===== src/lcebp_pkg.sv =====
// shared types and constants for the letter code encoder / bit packer
// depends on nothing; used by every module of the block except lcebp_ram
package lcebp_pkg;

    // default sizes
    localparam int ALPHABET_SIZE_DEF = 26;
    localparam int MAX_CODE_LEN_DEF  = 25;

    // fixed field widths
    localparam int CODE_W  = 25;
    localparam int LEN_W   = 5;
    localparam int ENTRY_W = CODE_W + LEN_W;
    localparam int ACC_W   = 32;
    localparam int HAVE_W  = 6;
    localparam int TOTAL_W = 32;

    // queue between front and back
    localparam int QUEUE_DEPTH = 4;

    // index of the last byte one letter may complete (four bytes at most)
    localparam logic [1:0] LAST_EMIT = 2'd3;

    // command codes
    localparam logic CMD_LOAD   = 1'b0;
    localparam logic CMD_ENCODE = 1'b1;

    // letter range
    localparam logic [7:0] LETTER_FIRST = 8'd65;
    localparam logic [7:0] LETTER_LAST  = 8'd90;

    typedef struct packed {
        logic              command;
        logic [7:0]        text_byte;
        logic [CODE_W-1:0] code_bits;
        logic [LEN_W-1:0]  code_length;
    } t_in_word;

    typedef struct packed {
        logic [7:0]         packed_byte;
        logic               byte_valid;
        logic [TOTAL_W-1:0] total_bits;
        logic               last;
    } t_out_word;

    // work handed from front to back
    typedef struct packed {
        logic              is_end;
        logic [CODE_W-1:0] code_bits;
        logic [LEN_W-1:0]  code_length;
    } t_op;

endpackage


===== src/letter_code_encoder_bit_packer.sv =====
// top level of the letter code encoder with lsb-first bit packing
// depends on lcebp_pkg, lcebp_front, lcebp_fifo, lcebp_back (and lcebp_ram)
//
//   channel   | handshake          | word                | moves when
//   ----------+--------------------+---------------------+--------------------
//   input     | push in, full out  | i_in_word t_in_word | push && !full
//   result    | empty out, pop in  | o_out_word          | pop && !empty
//
// a word is taken every cycle while full is low; a load writes the table at
// its accepting edge, an encode word passes a lookup stage and a four entry queue
// the packer adds a letter's code to its pending bits, then emits each completed
// byte (four at most a letter) before it takes the next operation; an end marker flushes the rest
// full rises only when the queue is full and the lookup stage holds a word;
// reset clears pending bits, bit count and valid state, not the code table
module letter_code_encoder_bit_packer #(
    parameter int ALPHABET_SIZE = lcebp_pkg::ALPHABET_SIZE_DEF,
    parameter int MAX_CODE_LEN  = lcebp_pkg::MAX_CODE_LEN_DEF
) (
    input  logic                 i_clk,
    input  logic                 i_rst_n,
    input  logic                 push,
    output logic                 full,
    input  lcebp_pkg::t_in_word  i_in_word,
    output logic                 empty,
    input  logic                 pop,
    output lcebp_pkg::t_out_word o_out_word
);

    // front to queue
    logic           op_push;
    lcebp_pkg::t_op op_in;
    logic           op_full;

    // queue to back
    logic           op_valid;
    lcebp_pkg::t_op op_head;
    logic           op_pop;

    // table writes and letter lookup
    lcebp_front #(
        .ALPHABET_SIZE (ALPHABET_SIZE),
        .MAX_CODE_LEN  (MAX_CODE_LEN)
    ) u_front (
        .i_clk     (i_clk),
        .i_rst_n   (i_rst_n),
        .i_push    (push),
        .i_in_word (i_in_word),
        .o_full    (full),
        .o_op_push (op_push),
        .o_op      (op_in),
        .i_op_full (op_full)
    );

    // decouples lookup from packing
    lcebp_fifo #(
        .DEPTH (lcebp_pkg::QUEUE_DEPTH)
    ) u_queue (
        .i_clk   (i_clk),
        .i_rst_n (i_rst_n),
        .i_push  (op_push),
        .i_data  (op_in),
        .o_full  (op_full),
        .o_valid (op_valid),
        .o_data  (op_head),
        .i_pop   (op_pop)
    );

    // packing, flush and bit count
    lcebp_back u_back (
        .i_clk      (i_clk),
        .i_rst_n    (i_rst_n),
        .i_op_valid (op_valid),
        .i_op       (op_head),
        .o_op_pop   (op_pop),
        .o_empty    (empty),
        .o_out_word (o_out_word),
        .i_pop      (pop)
    );

endmodule


===== src/lcebp_ram.sv =====
// generic single write port, single read port ram with registered read
// depends on nothing
module lcebp_ram #(
    parameter int WIDTH = 8,
    parameter int DEPTH = 16
) (
    input  logic                     i_clk,
    input  logic                     i_wr_en,
    input  logic [$clog2(DEPTH)-1:0] i_wr_addr,
    input  logic [WIDTH-1:0]         i_wr_data,
    input  logic                     i_rd_en,
    input  logic [$clog2(DEPTH)-1:0] i_rd_addr,
    output logic [WIDTH-1:0]         o_rd_data
);

    logic [WIDTH-1:0] r_mem [DEPTH];
    logic [WIDTH-1:0] r_rd_data;

    always_ff @(posedge i_clk) begin
        if (i_wr_en) begin
            r_mem[i_wr_addr] <= i_wr_data;
        end
        if (i_rd_en) begin
            r_rd_data <= r_mem[i_rd_addr];
        end
    end

    assign o_rd_data = r_rd_data;

endmodule


===== src/lcebp_front.sv =====
// front part: takes words, writes the code table, looks up letters, classifies
// depends on lcebp_pkg and lcebp_ram
module lcebp_front #(
    parameter int ALPHABET_SIZE = lcebp_pkg::ALPHABET_SIZE_DEF,
    parameter int MAX_CODE_LEN  = lcebp_pkg::MAX_CODE_LEN_DEF
) (
    input  logic                i_clk,
    input  logic                i_rst_n,
    input  logic                i_push,
    input  lcebp_pkg::t_in_word i_in_word,
    output logic                o_full,
    output logic                o_op_push,
    output lcebp_pkg::t_op      o_op,
    input  logic                i_op_full
);

    localparam int IDX_W = $clog2(ALPHABET_SIZE);

    logic                          accept;
    logic                          is_load;
    logic                          in_table;
    logic                          is_letter;
    logic [7:0]                    letter_idx;
    logic [lcebp_pkg::LEN_W-1:0]   sat_len;
    logic [lcebp_pkg::CODE_W-1:0]  len_mask;
    logic [lcebp_pkg::ENTRY_W-1:0] wr_entry;
    logic [lcebp_pkg::ENTRY_W-1:0] rd_entry;
    logic                          stage_move;
    logic                          r_s1_valid;
    logic                          r_s1_letter;

    assign accept     = i_push && !o_full;
    assign is_load    = (i_in_word.command == lcebp_pkg::CMD_LOAD);
    assign in_table   = ({1'b0, i_in_word.text_byte} < 9'(ALPHABET_SIZE));
    assign letter_idx = i_in_word.text_byte - lcebp_pkg::LETTER_FIRST;
    assign is_letter  = (i_in_word.text_byte >= lcebp_pkg::LETTER_FIRST)
                     && (i_in_word.text_byte <= lcebp_pkg::LETTER_LAST)
                     && ({1'b0, letter_idx} < 9'(ALPHABET_SIZE));

    // saturate the length and drop code bits above it
    always_comb begin
        if ({1'b0, i_in_word.code_length} > 6'(MAX_CODE_LEN)) begin
            sat_len = lcebp_pkg::LEN_W'(MAX_CODE_LEN);
        end else begin
            sat_len = i_in_word.code_length;
        end
        for (int i = 0; i < lcebp_pkg::CODE_W; i++) begin
            len_mask[i] = (lcebp_pkg::LEN_W'(i) < sat_len);
        end
    end

    assign wr_entry = {i_in_word.code_bits & len_mask, sat_len};

    lcebp_ram #(
        .WIDTH (lcebp_pkg::ENTRY_W),
        .DEPTH (ALPHABET_SIZE)
    ) u_table (
        .i_clk     (i_clk),
        .i_wr_en   (accept && is_load && in_table),
        .i_wr_addr (i_in_word.text_byte[IDX_W-1:0]),
        .i_wr_data (wr_entry),
        .i_rd_en   (accept && !is_load && is_letter),
        .i_rd_addr (letter_idx[IDX_W-1:0]),
        .o_rd_data (rd_entry)
    );

    // lookup stage holds while the queue is full
    assign stage_move = !r_s1_valid || !i_op_full;
    assign o_full     = !stage_move;

    always_ff @(posedge i_clk) begin
        if (!i_rst_n) begin
            r_s1_valid  <= 1'b0;
            r_s1_letter <= 1'b0;
        end else if (stage_move) begin
            r_s1_valid  <= accept && !is_load;
            r_s1_letter <= is_letter;
        end
    end

    assign o_op_push        = r_s1_valid && !i_op_full;
    assign o_op.is_end      = !r_s1_letter;
    assign o_op.code_bits   = rd_entry[lcebp_pkg::ENTRY_W-1:lcebp_pkg::LEN_W];
    assign o_op.code_length = rd_entry[lcebp_pkg::LEN_W-1:0];

endmodule


===== src/lcebp_fifo.sv =====
// short queue of letter and end operations between front and back
// depends on lcebp_pkg
module lcebp_fifo #(
    parameter int DEPTH = lcebp_pkg::QUEUE_DEPTH
) (
    input  logic           i_clk,
    input  logic           i_rst_n,
    input  logic           i_push,
    input  lcebp_pkg::t_op i_data,
    output logic           o_full,
    output logic           o_valid,
    output lcebp_pkg::t_op o_data,
    input  logic           i_pop
);

    localparam int PTR_W = (DEPTH > 1) ? $clog2(DEPTH) : 1;
    localparam int CNT_W = $clog2(DEPTH + 1);

    lcebp_pkg::t_op   r_slot [DEPTH];
    logic [PTR_W-1:0] r_wr_ptr;
    logic [PTR_W-1:0] r_rd_ptr;
    logic [CNT_W-1:0] r_count;
    logic             do_push;
    logic             do_pop;

    assign o_full  = (r_count == CNT_W'(DEPTH));
    assign o_valid = (r_count != '0);
    assign o_data  = r_slot[r_rd_ptr];
    assign do_push = i_push && !o_full;
    assign do_pop  = i_pop && o_valid;

    always_ff @(posedge i_clk) begin
        if (do_push) begin
            r_slot[r_wr_ptr] <= i_data;
        end
    end

    always_ff @(posedge i_clk) begin
        if (!i_rst_n) begin
            r_wr_ptr <= '0;
            r_rd_ptr <= '0;
            r_count  <= '0;
        end else begin
            if (do_push) begin
                r_wr_ptr <= (r_wr_ptr == PTR_W'(DEPTH - 1)) ? '0 : r_wr_ptr + 1'b1;
            end
            if (do_pop) begin
                r_rd_ptr <= (r_rd_ptr == PTR_W'(DEPTH - 1)) ? '0 : r_rd_ptr + 1'b1;
            end
            if (do_push && !do_pop) begin
                r_count <= r_count + 1'b1;
            end else if (do_pop && !do_push) begin
                r_count <= r_count - 1'b1;
            end
        end
    end

endmodule


===== src/lcebp_back.sv =====
// back part: bit packer, byte emission, end flush and bit count
// depends on lcebp_pkg
module lcebp_back (
    input  logic                 i_clk,
    input  logic                 i_rst_n,
    input  logic                 i_op_valid,
    input  lcebp_pkg::t_op       i_op,
    output logic                 o_op_pop,
    output logic                 o_empty,
    output lcebp_pkg::t_out_word o_out_word,
    input  logic                 i_pop
);

    logic [lcebp_pkg::ACC_W-1:0]   r_acc;
    logic [lcebp_pkg::HAVE_W-1:0]  r_have;
    logic [1:0]                    r_nemit;
    logic [lcebp_pkg::TOTAL_W-1:0] r_total;
    logic                          r_out_valid;
    lcebp_pkg::t_out_word          r_out;

    logic [lcebp_pkg::ACC_W-1:0]   n_acc;
    logic [lcebp_pkg::HAVE_W-1:0]  n_have;
    logic [1:0]                    n_nemit;
    logic [lcebp_pkg::TOTAL_W-1:0] n_total;
    logic                          n_out_valid;
    lcebp_pkg::t_out_word          n_out;

    logic                          out_free;
    logic                          emitting;
    logic [lcebp_pkg::HAVE_W-1:0]  have_left;
    logic [lcebp_pkg::TOTAL_W:0]   total_sum;

    assign out_free  = !r_out_valid || i_pop;
    assign emitting  = (r_have[lcebp_pkg::HAVE_W-1:3] != '0);
    assign have_left = r_have - 6'd8;
    assign total_sum = {1'b0, r_total} + {28'd0, i_op.code_length};

    always_comb begin
        n_acc       = r_acc;
        n_have      = r_have;
        n_nemit     = r_nemit;
        n_total     = r_total;
        n_out_valid = r_out_valid && !i_pop;
        n_out       = r_out;
        o_op_pop    = 1'b0;
        if (emitting) begin
            if (out_free) begin
                n_out_valid       = 1'b1;
                n_out.packed_byte = r_acc[7:0];
                n_out.byte_valid  = 1'b1;
                n_out.total_bits  = '0;
                n_out.last        = 1'b0;
                n_acc             = r_acc >> 8;
                n_nemit           = r_nemit + 1'b1;
                // stop after the fourth byte of one letter
                if (have_left[lcebp_pkg::HAVE_W-1:3] != '0 && r_nemit != lcebp_pkg::LAST_EMIT) begin
                    n_have = have_left;
                end else begin
                    n_have = {3'd0, have_left[2:0]};
                end
            end
        end else if (i_op_valid) begin
            if (i_op.is_end) begin
                if (out_free) begin
                    o_op_pop          = 1'b1;
                    n_out_valid       = 1'b1;
                    n_out.byte_valid  = (r_have != '0);
                    n_out.packed_byte = (r_have != '0) ? r_acc[7:0] : 8'd0;
                    n_out.total_bits  = r_total;
                    n_out.last        = 1'b1;
                    n_acc             = '0;
                    n_have            = '0;
                    n_total           = '0;
                end
            end else begin
                o_op_pop = 1'b1;
                n_acc    = r_acc | ({7'd0, i_op.code_bits} << r_have[2:0]);
                n_have   = r_have + {1'b0, i_op.code_length};
                n_nemit  = '0;
                n_total  = total_sum[lcebp_pkg::TOTAL_W]
                         ? '1 : total_sum[lcebp_pkg::TOTAL_W-1:0];
            end
        end
    end

    always_ff @(posedge i_clk) begin
        if (!i_rst_n) begin
            r_acc       <= '0;
            r_have      <= '0;
            r_nemit     <= '0;
            r_total     <= '0;
            r_out_valid <= 1'b0;
        end else begin
            r_acc       <= n_acc;
            r_have      <= n_have;
            r_nemit     <= n_nemit;
            r_total     <= n_total;
            r_out_valid <= n_out_valid;
        end
        r_out <= n_out;
    end

    assign o_empty    = !r_out_valid;
    assign o_out_word = r_out;

endmodule

===== config.mk =====
export PLATFORM = sky130hd
export DESIGN_NAME = letter_code_encoder_bit_packer
export DESIGN_NICKNAME = d
export VERILOG_FILES = /design/src/lcebp_pkg.sv /design/src/letter_code_encoder_bit_packer.sv /design/src/lcebp_ram.sv /design/src/lcebp_front.sv /design/src/lcebp_fifo.sv /design/src/lcebp_back.sv
export SDC_FILE = /design/constraint.sdc
export NUM_CORES = 1
export LEC_CHECK = 0
export BUFFER_PORTS_ARGS = -buffer_cell sky130_fd_sc_hd__buf_2
export CORE_MARGIN = 2
export CORE_UTILIZATION = 40
export CTS_BUF_LIST = sky130_fd_sc_hd__clkbuf_4 sky130_fd_sc_hd__clkbuf_8 sky130_fd_sc_hd__clkbuf_16
export CTS_CLUSTER_DIAMETER = 30
export CTS_CLUSTER_SIZE = 40
export DETAILED_ROUTE_END_ITERATION = 7
export GPL_ROUTABILITY_DRIVEN = 1
export GPL_TIMING_DRIVEN = 0
export MAX_ROUTING_LAYER = met4
export PLACE_DENSITY = 0.64
export SLEW_MARGIN = 20
export SYNTH_ARGS = -nofsm -noshare
export SYNTH_HDL_FRONTEND = slang
export SYNTH_HIERARCHICAL = 1
export SYNTH_SLANG_ARGS = --single-unit
export TNS_END_PERCENT = 100

===== constraint.sdc =====
create_clock -name i_clk -period 5.4 [get_ports i_clk]
set_input_delay 1.08 -clock i_clk [delete_from_list [all_inputs] [get_ports i_clk]]
set_output_delay 1.08 -clock i_clk [all_outputs]
set_load 0.03 [all_outputs]

; ---- Yosys cells after proc, flatten, opt, wreduce, memory -nomap -nowiden
; Memory sizes are Yosys's and may differ from the RTL's. A register that Yosys moved wholly into a read port is not among the register bits.
; Cells that the tools add are included.
[classes]
add_sub_neg = 9
mul = 0
div = 0
order_cmp = 30
eq_ne = 7
n_shift = 1
mux = 42
n_bitwise = 4
reduce_logical = 35
[op_table]
columns = op, count
row1 = 32-bit 2-to-1 mux, 7
row2 = 42-bit 2-to-1 mux, 5
row3 = 5-bit < comparator (first input constant), 9
row4 = 4-bit by 5-bit < comparator with 1-bit output (first input constant), 8
row5 = 6-bit 2-to-1 mux, 6
row6 = 32-bit by 5-bit adder with 33-bit output, 1
row7 = 32-bit bitwise OR, 1
row8 = 25-bit by 3-bit << shifter with 32-bit output, 1
row9 = 25-bit bitwise AND, 1
row10 = 3-bit by 5-bit < comparator with 1-bit output (first input constant), 4
row11 = 8-bit by 5-bit < comparator with 1-bit output (second input constant), 2
row12 = 2-bit 2-to-1 mux, 8
row13 = 1-bit logical AND, 14
row14 = 1-bit 2-to-1 mux, 12
row15 = 3-bit AND reduction, 4
row16 = 1-bit by 5-bit < comparator with 1-bit output (first input constant), 2
row17 = 2-bit by 5-bit < comparator with 1-bit output (first input constant), 2
row18 = 3-bit nonzero test, 3
row19 = 8-bit by 7-bit greater-or-equal comparator with 1-bit output (second input constant), 1
row20 = 8-bit by 7-bit <= comparator with 1-bit output (second input constant), 1
row21 = 1-bit zero test, 8
row22 = 8-bit 2-to-1 mux, 1
row23 = 8-bit by 7-bit subtractor with 8-bit output (second input constant), 1
row24 = 2-bit by 1-bit adder with 2-bit output (second input constant), 3
row25 = 15 further kinds, 23
[word_totals]
register_bits = 124
latch_bits = 0
ramBits = 904
rom_bits = 0
inputBits = 43
output_inout_bits = 44
memories = 2
[memory_table]
columns = memory, words, width, read_ports, rd_ports_with_merged_regs, write_ports, line
row1 = u_front.u_table.r_mem, 26, 30, 1, 1, 1, lcebp_ram.sv:16  ; logic [WIDTH-1:0] r_mem [DEPTH];
row2 = u_queue.r_slot, 4, 31, 1, 1, 1, lcebp_fifo.sv:19  ; lcebp_pkg::t_op r_slot [DEPTH];

; ---- Logic depth before layout (Yosys ltp)
[logic_depth]
depth_word = 10
mapped_depth = 13

; ---- Cells and area by module
; Netlist, hierarchy kept.
[by_module_without_submodules]
columns = module, instances, cells_per_inst, area_each_um2, seq_area_each_um2
row1 = lcebp_ram, 1, 1444, 31058.5, 24323.3
row2 = lcebp_back, 1, 687, 6536.3, 2722.6
row3 = lcebp_fifo, 1, 212, 4953.5, 3903.7
row4 = lcebp_front, 1, 99, 619.3, 40.0

; ---- Least setup slack after synthesis
; No wires, ideal clock.
[synth_path]
path_type = input port to flip-flop
startpoint = input port i_in_word[30] in the netlist's numbering
endpoint = register u_front.u_table.r_rd_data[0], in the netlist u_front/u_table/o_rd_data[0] (read register of u_front.u_table.r_mem), enable pin
arrival_time_ps = 3842
t_required_ps = 4945
path_slack_ps = 1104
stages = 6
n_path_buf = 0
cell_sequence = inv_1 ha_1 nand2b_4 or2b_4 o2111ai_2 nor3_1
[synth_between]
elab_chain_len = 4
elab_cells_between_ends = 7
classes_between = add/sub: 1 / order compare: 3 / reduce/logical: 3
[synth_lines]
columns = element, line
row1 = from (decl), letter_code_encoder_bit_packer.sv:23  ; input lcebp_pkg::t_in_word i_in_word,
row2 = 8-bit by 7-bit subtractor with 8-bit output (tied with other cells), lcebp_front.sv:35  ; assign letter_idx = i_in_word.text_byte - lcebp_pkg::LETTER_FIRST;
row3 = 8-bit by 5-bit < comparator with 1-bit output / 1-bit logical AND (equally long branches), "lcebp_front.sv:38, lcebp_front.sv:37"
row4 = 1-bit logical AND, lcebp_front.sv:38  ; && ({1'b0, letter_idx} < 9'(ALPHABET_SIZE));
row5 = 1-bit logical AND, lcebp_front.sv:62  ; .i_rd_en (accept && !is_load && is_letter),
row6 = to (decl), lcebp_ram.sv:17  ; logic [WIDTH-1:0] r_rd_data;
; Parallel ways exist; a longest one is shown, timed or not.
; A chain may end at the register's enable or synchronous reset.

; ---- Worst setup path in the final report
[layout_path]
startpoint = input port i_in_word[30] in the netlist's numbering
endpoint = register u_front.u_table.r_rd_data[26], in the netlist u_front/u_table/o_rd_data[26] (read register of u_front.u_table.r_mem) (data pin)
[layout_between]
elab_chain_len = 4
elab_cells_between_ends = 7
classes_between = add/sub: 1 / order compare: 3 / reduce/logical: 3
[layout_lines]
columns = element, line
row1 = 8-bit by 7-bit subtractor with 8-bit output *, lcebp_front.sv:35
row2 = named net u_front.letter_idx[0], lcebp_front.sv:23  ; logic [7:0] letter_idx;
row3 = 8-bit by 5-bit < comparator with 1-bit output, lcebp_front.sv:38
row4 = 1-bit logical AND, lcebp_front.sv:38
row5 = 1-bit logical AND, lcebp_front.sv:62
; Mark *: on every way through the listed nets, which the timed path passes. The rest lies on a longest branch.

==> flow_summary.toml <==
[outcome]
status = "completed"

[clock_network]
clockBufferDepth = 3
cts_sinks = 1060
ctsHoldBuffers = 0
insertion_delay_ns = 0.74
cts_tree = "done"
clk_pin_slew_ns = 0.05
postCtsSetupRepairBufs = 0
cts_buffers = 187
htreeDepth = 4
cts-root-buf = "clkbuf_16"
cts_resized = 0

[floorplan]
chipHeight_um = 333
coreArea_um2 = 107000
die_w_um = 333
row_count = 120
dieArea_um2 = 111000
initial_utilization_pct = 40.3
io_pins = 87

[timing]
period_share_pct = 74.3
finalHoldViolations = 0
final.setup.worst_slack_ns = 1.39
setup_viol = 0
rsz0062_at_grt = "false"
tightest_slew_ns = 1.11
tns_ns = 0
slew_headroom_pct = 25.7
period_minus_slack_ns = 4.01
report.final.slew_viol_count = 0
skew_ns = 0.0569
fmax_mhz = 249

[logic_synthesis]
syn_inst = 2442
synth.largest_area_cell = "edfxtp_1"
netlist_top_cells_area = "edfxtp_1 (68%), mux4_2 (8.0%), dfxtp_1 (3.9%)"
avgSynthCellArea_um2 = 17.7
yosysSeqAreaShare_pct = 71.8
synth.distinct_cells = 91
synth_ff_type = "edfxtp_1"
synth_top_area_share_pct = 67.9
yosys_warnings = 6
synth-seq-cells = 1060
synth_edf_count = 976
syn_nets = 2509
async_flop_share_pct = 0
syn-cell-area_um2 = 43200

[drt]
initialDrtViolationCount = 2360
viasPerCell = 5.54
top_layer = "met4"
dr_wl_met3_um = 8460
num_vias = 24000
wire_per_inst_um = 23.5
drt-met1-wl_um = 41500
drt.antenna.violating_nets = 0
drc_errors = 0
finalWirelength_um = 102000
drtPass1Iterations = 5
met2_length_um = 49100

[power_and_ir_drop]
power.leakage_uw = 0.0184
seq_power_share_pct = 38.3
p_int_uw = 18500
p_switching_uw = 6550
p_per_area_nw_per_um2 = 469
switching_share_pct = 26.2
ir_drop_uv = 320
p_clk_share_pct = 48.6
pwr-share-comb_pct = 13.1

[setup_path]
arrival_ns = 4.42
crit_path_cell_trace = "buf_2 > inv_1 > ha_1 > xor2_1 > clkbuf_1 > clkbuf_1 > mux2_2 > o211ai_1 > o311ai_1"
cp_top_family = "buffers and inverters"
critical-path-max-stage-delay_ns = 0.75
cp_max_fo = 10
cp_slowest_cell = "clkbuf_1"
startpoint_type = "primary input"
path_buf_inv = 4
cp.required_ns = 5.81
crit_type = "primary input to flip-flop"
setup.worst_path.end_class = "flip-flop"
cpMostUsedCell = "clkbuf_1"

[grt]
grt_antenna_before_repair = 7
grt_pass1_wl_um = 153000
grt_overflow = 0
first_global_vias = 24800
grt_max_degree = 39
grtUsageTotal_pct = 18.9

[place]
gp_congestion = 0.893
preCtsSetupSlack_ns = 0.744
io_buffers = 86
dp_hpwl_um = 66800
placement.cell_area_um2 = 46600

[final_layout]
final_common_cell = "edfxtp_1"
nFillCells = 8575
final_cell_mix = "edfxtp_1 (976), clkbuf_16 (191), mux4_2 (153)"
final_cell_area_um2 = 53300
area_growth_syn_to_layout_pct = 23.5
nets = 2826
drive_gt1_share_pct = 28.7

[hold_path]
hp-class = "flip-flop to flip-flop"

[run]
drv_cap = 0
==> power groups by stage <==
| stage | clock (uW) | combinational [uW] | sequential (uW) |
|---|---|---|---|
| 4_1_cts | 12300 | 3280 | 9580 |
| 5_1_grt | 12800 | 3550 | 9610 |
| 3_3_place_gp | 0 | 3150 | 9740 |
| 3_5_place_dp | 0 | 3270 | 9730 |
| 2_1_floorplan | 0 | 1890 | 10000 |
| 6_report | 12200 | 3280 | 9580 |
==> state kept, by name, indices dropped and copies added (netlist names), named ones only <==
register                   cells
u_back/o_out_word             42
u_back/r_total                32
u_back/r_nemit                 2
u_queue/r_count                3
u_back/r_acc                  32
u_front/r_s1_valid             1
u_back/r_have                  6
u_front/r_s1_letter            1
u_queue/r_slot               124
u_queue/r_rd_ptr               2
u_front/u_table/r_mem        780
u_front/u_table/o_rd_data     30
u_queue/r_wr_ptr               2
u_back/r_out_valid             1
==> logic make-up after synthesis <==
family | synth area share (%)
compound gates | 6.54
xor+xnor | 0.183
fa+ha+maj | 0.748
buf+inv | 1.99
flops | 71.8
mux | 13.9
simple gates | 4.87
==> area by class of cell <==
class,instances,area [um2],share of cell area [%]
clock inverters,145,1820,3.41
well taps,1403,1760,3.29
clock buffers,207,4910,9.22
plain buffers,143,749,1.41
flip-flops and latches,1060,31000,58.1
inverters,30,113,0.211
diodes,4,10.0,0.0188
repair buffers,128,1340,2.50
multi-input cells,1209,11600,21.8
==> synthesized netlist by cell type, types with 28 or more instances <==
cell type  number
and2_1         50
nor3_1         29
nand2_1       130
a21oi_1        84
nor2_1         80
edfxtp_1      976
buf_2          35
dfxtp_1        84
inv_1          29
o311ai_1       29
nor2b_1        28
a22o_1         31
mux4_2        153
o21ai_0        73
a22oi_1        33
mux2_2         64
mux2i_1       135
clkbuf_1       68
==> worst paths after layout <==
kind / endpoint / depth (start not counted) / from / slack (ns)
max: u_front/u_table/o_rd_data[26] / 9 / i_in_word[30] / 1.39
min: u_back/r_acc[1] / 2 / u_back/r_acc[9] / 0.47
max reg2reg: u_queue/r_count[2] / 13 / flip-flop / 1.61
min reg2reg: u_back/r_acc[1] / 2 / u_back/r_acc[9] / 0.47
==> per-stage QoR <==
stage          instances  hold slack, ns  total power [uW]  utilization (%)
2_1_floorplan       2442           0.430             11900                -
3_3_place_gp        3931           0.459             12900             42.4
3_5_place_dp        3973           0.456             13000             43.5
4_1_cts             4325           0.464             25200             49.8
5_1_grt             4329           0.493             25900             49.8
6_report            4329           0.468             25000             49.8
==> layer usage <==
metal	up-vias	global-route usage, %
met2	968	29.8
met3	173	4.80
met1	12200	23.8
li1	10600	-
met4	0	6.39
met5	-	-
==> tightest hold or removal path, delay by kind of cell (launching register included) <==
kind,cells,cell delay (ns)
AOI/OAI and AO/OA,1,0.05
DFF,1,0.31
and+or+nand+nor,1,0.06
Note: power is estimated with default switching activity, not from simulation.
